<file path="src/rtl/lcdsp_pkg.sv">
// shared constants and types for the lcd shadow pixel write serializer
package lcdsp_pkg;

	localparam int X_W = 7;
	localparam int Y_W = 6;
	localparam int BYTE_W = 8;

	localparam int DISPLAY_ROWS = 64;
	localparam int BYTES_PER_ROW = 16;
	localparam int HALF_ROWS = 32;

	// shadow memory holds one column pair (even byte high, odd byte low) per word
	localparam int PAIRS_PER_ROW = (BYTES_PER_ROW + 1) / 2;
	localparam int RAM_DEPTH = DISPLAY_ROWS * PAIRS_PER_ROW;
	localparam int RAM_AW = $clog2(RAM_DEPTH);
	localparam int WORD_W = 2 * BYTE_W;

	localparam logic [BYTE_W-1:0] SYNC_CMD = 8'hF8;
	localparam logic [BYTE_W-1:0] SYNC_DATA = 8'hFA;
	localparam logic [BYTE_W-1:0] NIBBLE_HI = 8'hF0;
	localparam logic [BYTE_W-1:0] ROW_CMD_BASE = 8'h80;
	localparam logic [BYTE_W-1:0] COL_CMD_UPPER = 8'h80;
	localparam logic [BYTE_W-1:0] COL_CMD_LOWER = 8'h88;
	localparam logic [BYTE_W-1:0] PIXEL_MASK_MSB = 8'h80;

	typedef struct packed {
		logic [BYTE_W-1:0] row_cmd;
		logic [BYTE_W-1:0] col_cmd;
		logic [BYTE_W-1:0] even_byte;
		logic [BYTE_W-1:0] odd_byte;
	} ser_load_t;

endpackage

</file>
<file path="src/rtl/lcdsp_if.sv">


interface lcdsp_byte_if;
	logic       valid;
	logic       ready;
	logic [7:0] out_byte;
	logic       frame_end;
	logic       last;

	modport source (output valid, out_byte, frame_end, last, input ready);
	modport sink (input valid, out_byte, frame_end, last, output ready);
endinterface

</file>
<file path="src/rtl/lcdsp_ser.sv">
// four-transfer, twelve-byte serializer with output holding registers
module lcdsp_ser (
	input  logic                clk,
	input  logic                arst_n,
	input  logic                load_valid,
	input  lcdsp_pkg::ser_load_t load,
	output logic                free,
	lcdsp_byte_if.source        byte_out
);
	import lcdsp_pkg::*;

	localparam logic [1:0] PH_SYNC = 2'd0;
	localparam logic [1:0] PH_HIGH = 2'd1;
	localparam logic [1:0] PH_LOW  = 2'd2;
	localparam logic [1:0] XFER_ODD = 2'd3;

	logic       busy_q;
	logic [1:0] xfer_q;
	logic [1:0] phase_q;
	ser_load_t  data_q;

	logic              fire;
	logic              last_byte;
	logic [BYTE_W-1:0] val;

	assign last_byte = (xfer_q == XFER_ODD) && (phase_q == PH_LOW);
	assign fire = busy_q && byte_out.ready;
	assign free = !busy_q || (byte_out.ready && last_byte);

	always_ff @(posedge clk or negedge arst_n) begin
		if (!arst_n) begin
			busy_q  <= 1'b0;
			xfer_q  <= 2'd0;
			phase_q <= PH_SYNC;
		end else if (load_valid) begin
			busy_q  <= 1'b1;
			xfer_q  <= 2'd0;
			phase_q <= PH_SYNC;
		end else if (fire) begin
			if (last_byte) begin
				busy_q <= 1'b0;
			end else if (phase_q == PH_LOW) begin
				phase_q <= PH_SYNC;
				xfer_q  <= xfer_q + 2'd1;
			end else begin
				phase_q <= phase_q + 2'd1;
			end
		end
	end

	always_ff @(posedge clk) begin
		if (load_valid) begin
			data_q <= load;
		end
	end

	always_comb begin
		case (xfer_q)
			2'd0:    val = data_q.row_cmd;
			2'd1:    val = data_q.col_cmd;
			2'd2:    val = data_q.even_byte;
			default: val = data_q.odd_byte;
		endcase
	end

	always_comb begin
		case (phase_q)
			PH_SYNC: byte_out.out_byte = xfer_q[1] ? SYNC_DATA : SYNC_CMD;
			PH_HIGH: byte_out.out_byte = val & NIBBLE_HI;
			PH_LOW:  byte_out.out_byte = {val[3:0], 4'b0000};
			default: byte_out.out_byte = '0;
		endcase
	end

	assign byte_out.valid = busy_q;
	assign byte_out.frame_end = (phase_q == PH_LOW);
	assign byte_out.last = last_byte;

endmodule

</file>
<file path="src/flat_wrapper.sv">
// flat-port wrapper written by rule: the top's interface ports become plain ports
module lcdsp_ser_flat import lcdsp_pkg::*;
  (clk, arst_n, load_valid, load, free, byte_out_valid, byte_out_out_byte, byte_out_frame_end, byte_out_last, byte_out_ready);
  lcdsp_byte_if byte_out_i ();
  input  logic clk;
  input  logic arst_n;
  input  logic load_valid;
  input  lcdsp_pkg::ser_load_t load;
  output logic free;
  output wire logic [$bits(byte_out_i.valid)-1:0] byte_out_valid;
  output wire logic [$bits(byte_out_i.out_byte)-1:0] byte_out_out_byte;
  output wire logic [$bits(byte_out_i.frame_end)-1:0] byte_out_frame_end;
  output wire logic [$bits(byte_out_i.last)-1:0] byte_out_last;
  input wire logic [$bits(byte_out_i.ready)-1:0] byte_out_ready;
  assign byte_out_valid = byte_out_i.valid;
  assign byte_out_out_byte = byte_out_i.out_byte;
  assign byte_out_frame_end = byte_out_i.frame_end;
  assign byte_out_last = byte_out_i.last;
  assign byte_out_i.ready = byte_out_ready;
  lcdsp_ser u_core (.clk(clk), .arst_n(arst_n), .load_valid(load_valid), .load(load), .free(free), .byte_out(byte_out_i));
endmodule
</file>
<file path="config.mk">
export PLATFORM = sky130hd
export DESIGN_NAME = lcdsp_ser_flat
export DESIGN_NICKNAME = d
export VERILOG_FILES = /design/src/rtl/lcdsp_pkg.sv /design/src/rtl/lcdsp_if.sv /design/src/rtl/lcdsp_ser.sv /design/src/flat_wrapper.sv
export SDC_FILE = /design/constraint.sdc
export NUM_CORES = 1
export LEC_CHECK = 0
export BUFFER_PORTS_ARGS = -buffer_cell sky130_fd_sc_hd__buf_4
export CAP_MARGIN = 20
export CORE_MARGIN = 1
export CORE_UTILIZATION = 45
export CTS_CLUSTER_DIAMETER = 120
export DETAILED_ROUTE_END_ITERATION = 7
export PLACE_DENSITY = 0.78
export SYNTH_ARGS = -nofsm -noshare
export SYNTH_HDL_FRONTEND = slang
export SYNTH_SLANG_ARGS = --single-unit
</file>
<file path="constraint.sdc">
create_clock -name clk -period 1.9 [get_ports clk]
set_input_delay 0.57 -clock clk [delete_from_list [all_inputs] [get_ports clk]]
set_output_delay 0.57 -clock clk [all_outputs]
set_load 0.02 [all_outputs]
</file>
; Yosys cells after proc, flatten, opt, wreduce, memory -nomap -nowiden
; Index checks and enable logic that the tools add are counted.
[classes]
muxes = 14
reduce_logical = 13
n_eq_ne = 6
addsub = 2
[ops]
columns = operator, count
row1 = $pmux 8 s3, 2
row2 = $mux 2, 9
row3 = $eq 2x2->1 const B, 3
row4 = $reduce_bool 2->1, 3
row5 = $add 2x1->2 const B, 2
row6 = $eq 2x1->1 const B, 2
row7 = $logic_not 2->1, 2
row8 = $reduce_and 2->1, 2
row9 = $logic_and 1x1->1, 3
row10 = $mux 1, 3
row11 = $reduce_and 3->1, 1
row12 = $ne 2x2->1 const B, 1
row13 = $logic_not 1->1, 1
row14 = $logic_or 1x1->1, 1
[word_totals]
regBits = 37
word_cells = 42

; Logic depth before layout (Yosys ltp)
[logic_depth]
word_depth = 5
ltp_mapped = 6

; Worst setup path after synthesis
; Ideal clock, no wire load.
[synth_timing]
path_kind = register -> output
start = reg u_core.xfer_q[1]
end = out byte_out_out_byte[4]
arrival_ps = 1555
path_stages_with_launch = 7
n_path_buf = 1
slack_ps = -225
cell_sequence = dfrtp_1 inv_1 ha_1 buf_2 a22o_1 a211oi_1 o31ai_1
[synth_via]
elab_chain_len = 3
[synth_rtl]
columns = element, line_no
row1 = "start, declared", lcdsp_ser.sv:18  ; logic [1:0] xfer_q;
row2 = "start signal, assigned", lcdsp_ser.sv:44  ; xfer_q <= xfer_q + 2'd1;
row3 = $eq 2x2->1 (tied with other cells), lcdsp_ser.sv:58  ; case (xfer_q)
row4 = $pmux 8 s3 (*), lcdsp_ser.sv:58
row5 = $pmux 8 s3 (*), lcdsp_ser.sv:67  ; case (phase_q)
row6 = "end, declared", flat_wrapper.sv:11  ; output wire logic [$bits(byte_out_i.out_byte)-1:0] byte_out_out_byte;
; Mark *: on every way between the ends. The rest lies on a longest branch, timed or not.

; Worst setup path in the final report
[layout_timing]
start = reg u_core.xfer_q[0]
end = out byte_out_out_byte[4]
; The elaborated chain is that of the path after synthesis.

==> impl_summary.md <==
Place
The total half-perimeter wirelength after legalization and detailed placement is 2350 um. The total of buffers placed on input and output ports is 45. After detailed placement, the design holds a cell count of 199.

The final RePlAce weighted congestion is 0.808.

Die
The width of the die is between 60 and 70 um. The floorplan step defined a core boundary enclosing 0.00336 mm2. Once the floorplan was initialized, standard cells occupied around 47% of the core. The number of rows in the core area is 21. In this run the vertical extent of the chip is 61.5 um.

The floorplan step defined a die boundary enclosing 0.00379 mm2. 48 I/O pins were placed.

Yosys
By area the synthesized netlist is led by sky130_fd_sc_hd__edfxtp_1 (60%), sky130_fd_sc_hd__dfrtp_1 (7.8%), sky130_fd_sc_hd__ha_1 (3.9%). The synthesized design contains 32 enable-type register cells. In the synthesized netlist, the number of instances is 107.

The cell taking the most area after synthesis is sky130_fd_sc_hd__edfxtp_1. The most used flip-flop cell after synthesis is sky130_fd_sc_hd__edfxtp_1. The synthesized area per cell is between 10 and 15 um2. The synthesized design contains 37 register bits. In this run the biggest area consumer among cell types represents 60.2% of the synthesized area.

Yosys printed 0 warnings. Of all flip-flops after synthesis, the portion carrying an async set or reset was 13.5%. The combined area of all synthesized cells is ~0.0016 mm2. Sequential cells were found to cover between 60% and 70% of the synthesized design area. Yosys mapped the design onto 29 distinct sky130hd cell types.

Worst setup path
The critical path capture point type is a primary output. The kind of start point of the critical path is a register. Among all stages on the critical path, the largest delay is contributed by sky130_fd_sc_hd__dfrtp_2.

In this run the critical register-to-register path is captured at u_core.xfer_q[0]$_DFFE_PN0P_. In this run the worst path has a maximum fanout of 8. The number of cells on the worst reg-to-reg path is 5.

The critical path ends at byte_out_out_byte[4]. STA puts the critical path data required time at about 1.3 ns. The peak per-stage delay on the critical path is 0.49 ns.

The worst register-to-register path begins at u_core.xfer_q[0]$_DFFE_PN0P_. The critical path in this run is classified as reg2out. The arrival time reported for the critical path endpoint is 1.82 ns. The reg2reg setup slack is 0.30 ns.

The launch point of the critical path is u_core.xfer_q[0]$_DFFE_PN0P_. Walking the worst path, the cells encountered are inv_4 > ha_4 > a22oi_1 > a221o_1 > o31ai_4 > buf_6.

Outcome
The final reports fail on negative setup slack. The flow ran to the end, but the final reports show violations.

Route
The number of vias in the routed layout is 1072. The count of nets left with antenna violations once routing finished came out at 0. The average via count per standard cell is 5.06. The first-pass iteration count of the detailed router is 4. For this run, design rule violations remaining after detail routing come to 0. In the final routed layout, each cell accounts on average for approximately 16 um.

The detailed router's first-iteration violation count is between 40 and 50. Wires add up to 3320 um.

GRT
The number of global-route vias before repair came to 1097. The first-pass GRT wire length is a little over 5000 um. Across every metal layer, demand over resource in global routing totals 19.9%. The remaining global-route overflow is 0.

The largest net degree at the start of global routing is 24. The initial antenna violation count is 0.

Power and ir drop
Power spread over the standard cell area amounts to 756 mW/mm2. The maximum VDD drop is 0.743 mV. For this design the static power due to leakage is 0.917 nW.

Clock network
The clock net in this run drives a total of 37 sinks. In this run, CTS created clock tree buffers numbering 5. The clock passes through at most 2 buffers. The TritonCTS clock tree is yes. The H-tree depth is 2. The tree is rooted in a sky130_fd_sc_hd__clkbuf_4. The clock edge transition at the registers on the reported setup and hold paths is 0.11 ns. The clock insertion delay at the later pin of the skew report is between 0.3 and 0.4 ns.

STA
The worst-case clock skew is 0.00491 ns. The final count of hold timing violations came to 0. The final setup slack of the worst path is -0.492 ns. Dividing the final minimum period by the clock period gives 126%.

Setup repair after global routing could not meet its margin everywhere. The worst path in the final design needs a cycle of 2.39 ns, including I/O delays and setup. Timing would allow up to 0.418 GHz.

The count of final max-slew check failures is 0. Setup violations remaining at the end of the flow were counted as 6. Hold timing on the final database bottoms out at a slack of approximately 0.40 ns.

Job
The tool flagged a number of max-cap violations equal to 0.

Layout
The finished layout holds between 200 and 250 standard cells, fillers aside. The net count of the finished layout is 206. The number of antenna diodes is 0. The layout-stage area growth over the synthesis result is 45.2%. The share of layout cells above drive strength 1 is about 54%.

Min path
In this run the worst hold path is classified as in2reg.
==> layer usage <==
layer  GRT usage (%)  up-vias  part of all wire, %
met1            24.3      503                   41
li1                -      513                    -
met3            7.14       10                  6.7
met4            10.2        0                  2.1
met2            31.2       46                   50
met5               0        -                    0
==> cell usage after synthesis (all sizes together), types with 2 or more instances <==
library cell	count
edfxtp	32
buf	8
nor2	8
inv	6
a21oi	5
dfrtp	5
ha	5
a211oi	4
a221o	4
a22o	4
a22oi	4
nand2b	4
o31ai	4
mux2i	2
nand2	2
nor2b	2
==> cell families (layout without fill, tap and decap cells) <==
| family | count (synthesis) | in the layout | share of synthesized area (%) |
|---|---|---|---|
| flip-flops | 37 | 37 | 68.1 |
| AO/OA/AOI/OAI | 27 | 27 | 13.8 |
| AND/OR/NAND/NOR | 20 | 20 | 7.22 |
| buffers and inverters | 14 | 72 | 4.78 |
| adder cells (fa/ha/maj) | 5 | 5 | 3.92 |
| multiplexers | 3 | 3 | 1.96 |
| other | 1 | 2 | 0.235 |
==> stage by stage <==
stage               util, %  instance area [um2]  power, W  setup WS [ns]  setup TNS, ns
floorplan                 -                 1680   0.00109        0.00450              0
global placement       61.9                 2080   0.00120         -0.223         -0.850
detailed placement     61.9                 2080   0.00120         -0.262          -1.04
CTS                    67.6                 2270   0.00176         -0.481          -2.78
global route           68.9                 2320   0.00182         -0.578          -3.26
finish                 68.9                 2320   0.00175         -0.492          -2.80
==> repair_timing <==
action	in CTS	in global routing
endpoints found under the hold margin	5	0
hold buffers	1	0
setup endpoints to repair	8	8
pin swaps	6	2
buffers inserted	3	1
resized for setup	20	7
==> worst min path at each step <==
stage	to	cells after the start	slack, ns	startpoint
floorplan	u_core.byte_out.valid$_DFFE_PN0P_	0	0.27	arst_n
global placement	u_core.byte_out.valid$_DFFE_PN0P_	1	0.37	arst_n
detailed placement	u_core.byte_out.valid$_DFFE_PN0P_	1	0.38	arst_n
CTS	u_core.data_q[1]$_DFFE_PP_	1	0.38	load[1]
global route	u_core.data_q[1]$_DFFE_PP_	1	0.37	load[1]
finish	u_core.data_q[1]$_DFFE_PP_	1	0.40	load[1]
==> critical path, delay by kind of cell (launching register included) <==
| family | cells | cell delay [ns] |
|---|---|---|
| buffers and inverters | 2 | 0.25 |
| adder cells (fa/ha/maj) | 1 | 0.20 |
| flip-flops | 1 | 0.49 |
| AO/OA/AOI/OAI | 3 | 0.54 |
==> layout by cell type, fill, tap and decap left out, types with 2 or more instances in the layout <==
| cell | netlist | final |
|---|---|---|
| sky130_fd_sc_hd__dfrtp_2 | 0 | 4 |
| sky130_fd_sc_hd__nand2b_1 | 3 | 3 |
| sky130_fd_sc_hd__a21oi_1 | 5 | 5 |
| sky130_fd_sc_hd__edfxtp_1 | 32 | 32 |
| sky130_fd_sc_hd__a211oi_4 | 0 | 2 |
| sky130_fd_sc_hd__inv_1 | 6 | 4 |
| sky130_fd_sc_hd__o31ai_4 | 0 | 4 |
| sky130_fd_sc_hd__nor2_1 | 8 | 8 |
| sky130_fd_sc_hd__ha_4 | 0 | 4 |
| sky130_fd_sc_hd__conb_1 | 1 | 2 |
| sky130_fd_sc_hd__a22o_1 | 4 | 4 |
| sky130_fd_sc_hd__a22oi_1 | 4 | 4 |
| sky130_fd_sc_hd__buf_6 | 1 | 8 |
| sky130_fd_sc_hd__a211oi_2 | 3 | 2 |
| sky130_fd_sc_hd__clkbuf_4 | 0 | 5 |
| sky130_fd_sc_hd__a221o_1 | 4 | 4 |
| sky130_fd_sc_hd__mux2i_1 | 2 | 2 |
| sky130_fd_sc_hd__buf_4 | 3 | 48 |
| sky130_fd_sc_hd__inv_4 | 0 | 2 |
| sky130_fd_sc_hd__nand2_1 | 2 | 2 |
==> registers in the layout, indices dropped and copies added (netlist names) <==
signal	count
u_core.xfer_q	2
u_core.phase_q	2
u_core.byte_out.valid	1
u_core.data_q	32
==> where the power goes <==
group | internal, W | switching [W]
logic | 0.000129 | 0.000102
clock network | 0.000279 | 0.000264
registers | 0.000949 | 0.0000299
==> cell type report <==
| cell class | count | area [um2] |
|---|---|---|
| Clock inverter | 3 | 46.3 |
| Timing Repair Buffer | 58 | 480 |
| Inverter | 6 | 27.5 |
| Sequential cell | 37 | 1090 |
| Clock buffer | 5 | 37.5 |
| Fill cell | 248 | 1050 |
| Multi-Input combinational cell | 57 | 576 |
| Tap cell | 46 | 57.6 |
Power figures use the tool's default switching activity.
